[src/rtl/core/sliding_window_replay_filter_unit_assert.svh]
// Assertion macros used by the replay filter RTL.
`ifndef SLIDING_WINDOW_REPLAY_FILTER_UNIT_ASSERT_SVH
`define SLIDING_WINDOW_REPLAY_FILTER_UNIT_ASSERT_SVH

`ifndef SYNTHESIS

`define SWRF_ASSERT_IMP(label, ante, cons, msg) \
    label: assert property (@(posedge clk) disable iff (!rst_n) (ante) |-> (cons)) \
        else $error(msg);

`define SWRF_ASSERT_NXT(label, ante, cons, msg) \
    label: assert property (@(posedge clk) disable iff (!rst_n) (ante) |=> (cons)) \
        else $error(msg);

`else

`define SWRF_ASSERT_IMP(label, ante, cons, msg)

`define SWRF_ASSERT_NXT(label, ante, cons, msg)

`endif

`endif

[src/rtl/core/swrf_ram.sv]
// Generic single-port-write, single-port-read RAM with a registered read.
module swrf_ram #(
    parameter int unsigned WIDTH = 8,
    parameter int unsigned DEPTH = 16
) (
    input  logic                     clk,
    input  logic                     we,
    input  logic [$clog2(DEPTH)-1:0] waddr,
    input  logic [WIDTH-1:0]         wdata,
    input  logic                     re,
    input  logic [$clog2(DEPTH)-1:0] raddr,
    output logic [WIDTH-1:0]         rdata
);

    logic [WIDTH-1:0] mem [DEPTH];
    logic [WIDTH-1:0] rdata_reg;

    always_ff @(posedge clk)
    begin
        if (we)
        begin
            mem[waddr] <= wdata;
        end
        if (re)
        begin
            rdata_reg <= mem[raddr];
        end
    end

    assign rdata = rdata_reg;

endmodule

[config.mk]
export PLATFORM = sky130hd
export DESIGN_NAME = swrf_ram
export DESIGN_NICKNAME = d
export VERILOG_FILES = /design/src/rtl/core/sliding_window_replay_filter_unit_assert.svh /design/src/rtl/core/swrf_ram.sv
export SDC_FILE = /design/constraint.sdc
export NUM_CORES = 1
export LEC_CHECK = 0
export BUFFER_PORTS_ARGS = -buffer_cell sky130_fd_sc_hd__buf_2
export CORE_MARGIN = 2
export CORE_UTILIZATION = 46
export CTS_BUF_LIST = sky130_fd_sc_hd__clkbuf_8
export DETAILED_ROUTE_END_ITERATION = 8
export MAX_ROUTING_LAYER = met4
export PLACE_DENSITY_LB_ADDON = 0.15
export RECOVER_POWER = 100
export SLEW_MARGIN = 0
export SYNTH_ARGS = -nofsm -noshare
export SYNTH_HDL_FRONTEND = slang
export SYNTH_SLANG_ARGS = --single-unit
export TNS_END_PERCENT = 100
[constraint.sdc]
create_clock -name clk -period 2 [get_ports clk]
set_clock_uncertainty 0.05 [all_clocks]
set_input_delay 0.2 -clock clk [delete_from_list [all_inputs] [get_ports clk]]
set_output_delay 0.2 -clock clk [all_outputs]
set_load 0.02 [all_outputs]
# Word-level counts from Yosys, hierarchy flattened
# Memory sizes are Yosys's and may differ from the RTL's. A register that Yosys moved wholly into a read port is not among the register bits.
# Index checks and enable logic that the tools add are counted.
# word_totals
word_cells	3
register_bits	0
out_inout_bits	8
romBits	0
n_memories	1
latch_bits	0
in_bits	19
ram_bits	128
# mem_list
memory	depth	width	read_ports	rd_clocked_by_memory_dff	wr	line	text
mem	16	8	1	1	1	swrf_ram.sv:15	logic [WIDTH-1:0] mem [DEPTH];
# op_classes
n_shift	0
n_mul	0
addsub	0
magnitude_cmp	0
n_eq_ne	0
n_div	0
reduce_logical	0
n_mux	2
n_bitwise	0
# ops
op	count
2-to-1 mux 1 bit	2

# Longest topological paths before layout
# logic_depth
ltp_word	2
ltp_mapped	5
mapped_depth_nobuf	3

# Worst setup path before layout
# No wires, ideal clock.
# synth_timing
path_type	input-to-reg
from	input waddr[2]
to	memory mem[0][0] (enable)
path_buffers	0
path_stages	2
t_arrival_ns	1.310
setup_time_ns	0.383
path_slack_ns	0.257
required_ns	1.567
path_cell_list	or3b_2 nor3_1
# synth_rtl
item	line	text
from (decl)	swrf_ram.sv:8	input logic [$clog2(DEPTH)-1:0] waddr,
to (decl)	swrf_ram.sv:15	
# Straight into the memory's write port.

==> metrics list <==
* Result of the run: completed
- Num Clock Sinks: 136
* Worst path max stage delay: 510 ps
* Number of cells after detailed placement: 407
* Most common cell after layout, fill and taps aside: sky130_fd_sc_hd__edfxtp_1
- Global router's overall resource usage: 18.4%
* Last weighted congestion value of the routability-driven placer: 0.717
- The longest clock path from root to sink contains 2 buffers.
- Port Buffer Count: 26
- Path class of the lowest-slack min-delay path: in2reg
- Slew margin rel.: 47.2%
- Number of buffers inserted to repair setup after CTS: 0
- Core Area: 11000 um2
* Hold buffer count at CTS: 0
- Minimum period implied by the final worst setup slack: 1620 ps
- H-Tree Depth: 4
- For this run, the post-layout net count is 305.
* Data arrival, critical path: 1740 ps
- STA classifies the critical path endpoint as a flip-flop.
- On the critical path, the stage with the largest delay is an instance of sky130_fd_sc_hd__mux4_1.
- TritonCTS Buffers: 17
* Vias in the first global route: 2535
* Upper clock frequency limit: 618 MHz
* Antenna diode instance count: 0
* Count of unique library cells instantiated by Yosys: 18
* Via-per-instance ratio: 5.55
* Summed negative setup slack over all endpoints: 0 ps
- Maximum number of pins on one net before global-route repair: 25
- Wire length of the first global-routing pass: 15600 um
- Cell Pwr Density: 981 nW/um2
- DRC Markers: 0
- Summing all placed instances gives a cell area of 5650 um2.
- Non-filler cells, final: 439
- Worst skew pair latency: 430 ps
* Hold violation count in the final report: 0
* Area of the die: 12200 um2
- STA classifies the critical path startpoint as a flip-flop.
* Die outline width: 111 um
- The number of buffers and inverters on the critical path is 0.
- First DRT Iteration DRCs: 202
* Sequential fraction of the synthesis area: 78.1%
- After technology mapping, the gate count stands at 229.
- Overflow left after global routing: 0
- Path type of the worst setup path: reg2reg
* Kind of cell with the highest combined delay on the critical path: multiplexers
* Number of register bits inferred by synthesis: 136
- Root cell of the clock tree: sky130_fd_sc_hd__clkbuf_8
- Max FFs per register: 128
- Initial antenna violation count: 0
- Max-capacitance violation count: 0
- IR analysis of the VDD net gives a maximum drop of 465 uV.
- On the final layout, the worst hold slack is 176 ps.
- Averaged over all synthesized cells, the footprint is 22.8 um2.
* Antenna Nets Post-Route: 0
* Commonest cells after routing, fill and taps aside: sky130_fd_sc_hd__edfxtp_1, sky130_fd_sc_hd__clkbuf_1, sky130_fd_sc_hd__mux4_2
- For this run, the number of Yosys warnings is 0.
- The critical path goes through mux4_1 > a22oi_1 > nand2_1.
- Setup violations remaining at the end of the flow were counted as 0.
* Routed WL per cell: 23.4 um
- In this run the worst path has a maximum fanout of 1.
- The first detailed-routing pass ran for 5 iterations.
* Net count after synthesis: 248
- Area delta synth->final: 14.4%
- The max-slew violation count was 0.
- Setup repair after global routing missed its margin: no
- Vertical extent of the die: 111 um
- Effective utilization at floorplan: 47.6%
- STA puts the critical path data required time at 2120 ps.
- DRT Wirelength: 10300 um
* Number of vias in the routed layout: 2436
* Pleak: 0.00192 uW
* Share of final-layout standard cells stronger than drive strength 1: 19.4%
* Number of standard-cell rows in the floorplan: 38
- In this run, post-CTS repair resized a total of 0 instances.
- After clock tree synthesis, the clock-pin slew on the worst setup and hold paths is 80 ps.
- The HPWL after detailed placement is 6400 um.
* Worst Max-Slew Pin Slew: 792 ps
* Fraction of the cycle the final worst path needs: 80.9%
- The finished cells cover 5980 um2.
* Number of placed I/O pins: 27
* Synthesized area: 5230 um2
* CTS tree: yes
==> stage by stage <==
stage / worst slack (ps) / util, % / total power (uW)
after global placement: 136 / 51.4 / 3600
after global routing: 291 / 54.4 / 6070
after detailed placement: 110 / 51.4 / 3610
final: 381 / 54.4 / 5860
after floorplan: 257 / - / 3460
after CTS: 399 / 55.3 / 5940
==> worst paths after layout <==
check                  start  endpoint  slack [ps]  depth (start not counted)
hold reg to reg   mem[12][5]  rdata[5]         700                          3
setup / recovery   mem[1][1]  rdata[1]         380                          3
hold / removal            re  rdata[6]         180                          1
setup reg to reg   mem[1][1]  rdata[1]         380                          3
==> layout make-up <==
cell class	count	area (um2)
tap	140	175
clock inverter	15	186
clock buffer	17	234
multi-input combinational	83	1060
timing repair buffer	48	243
fill	893	5000
sequential	136	4080
==> metal layers <==
layer  global-route usage, %  part of all wire [%]
met2                    25.6                    48
met5                       -                     0
met3                    5.60                   6.3
met4                    6.83                   1.0
met1                    26.0                    44
==> cell usage after synthesis, drive strengths merged <==
| master | n | area share, % |
|---|---|---|
| and2 | 1 | 0.12 |
| nor3 | 4 | 0.38 |
| buf | 7 | 1.1 |
| nand2b | 2 | 0.24 |
| edfxtp | 136 | 78 |
| and2b | 1 | 0.14 |
| nor2b | 1 | 0.12 |
| nor2 | 13 | 0.93 |
| nand3b | 2 | 0.29 |
| a22oi | 16 | 2.3 |
| nand2 | 9 | 0.65 |
| clkdlybuf4s25 | 3 | 0.57 |
| mux4 | 32 | 15 |
| or3b | 1 | 0.17 |
| nand3 | 1 | 0.096 |
==> kinds of logic after synthesis <==
kind of cell | synth area share [%]
AO/OA/AOI/OAI | 2.30
buffers and inverters | 1.65
flip-flops | 78.1
multiplexers | 14.8
AND/OR/NAND/NOR | 3.14
==> report_power, final <==
| group | internal, uW | leakage [uW] | switching, uW | total [uW] |
|---|---|---|---|---|
| logic | 119 | 0.000472 | 185 | 304 |
| registers | 3210 | 0.00124 | 14.9 | 3220 |
| clock network | 1340 | 0.000211 | 997 | 2340 |
| total | 4670 | 0.00192 | 1200 | 5860 |
No activity file was read; power rests on OpenSTA's default activity.
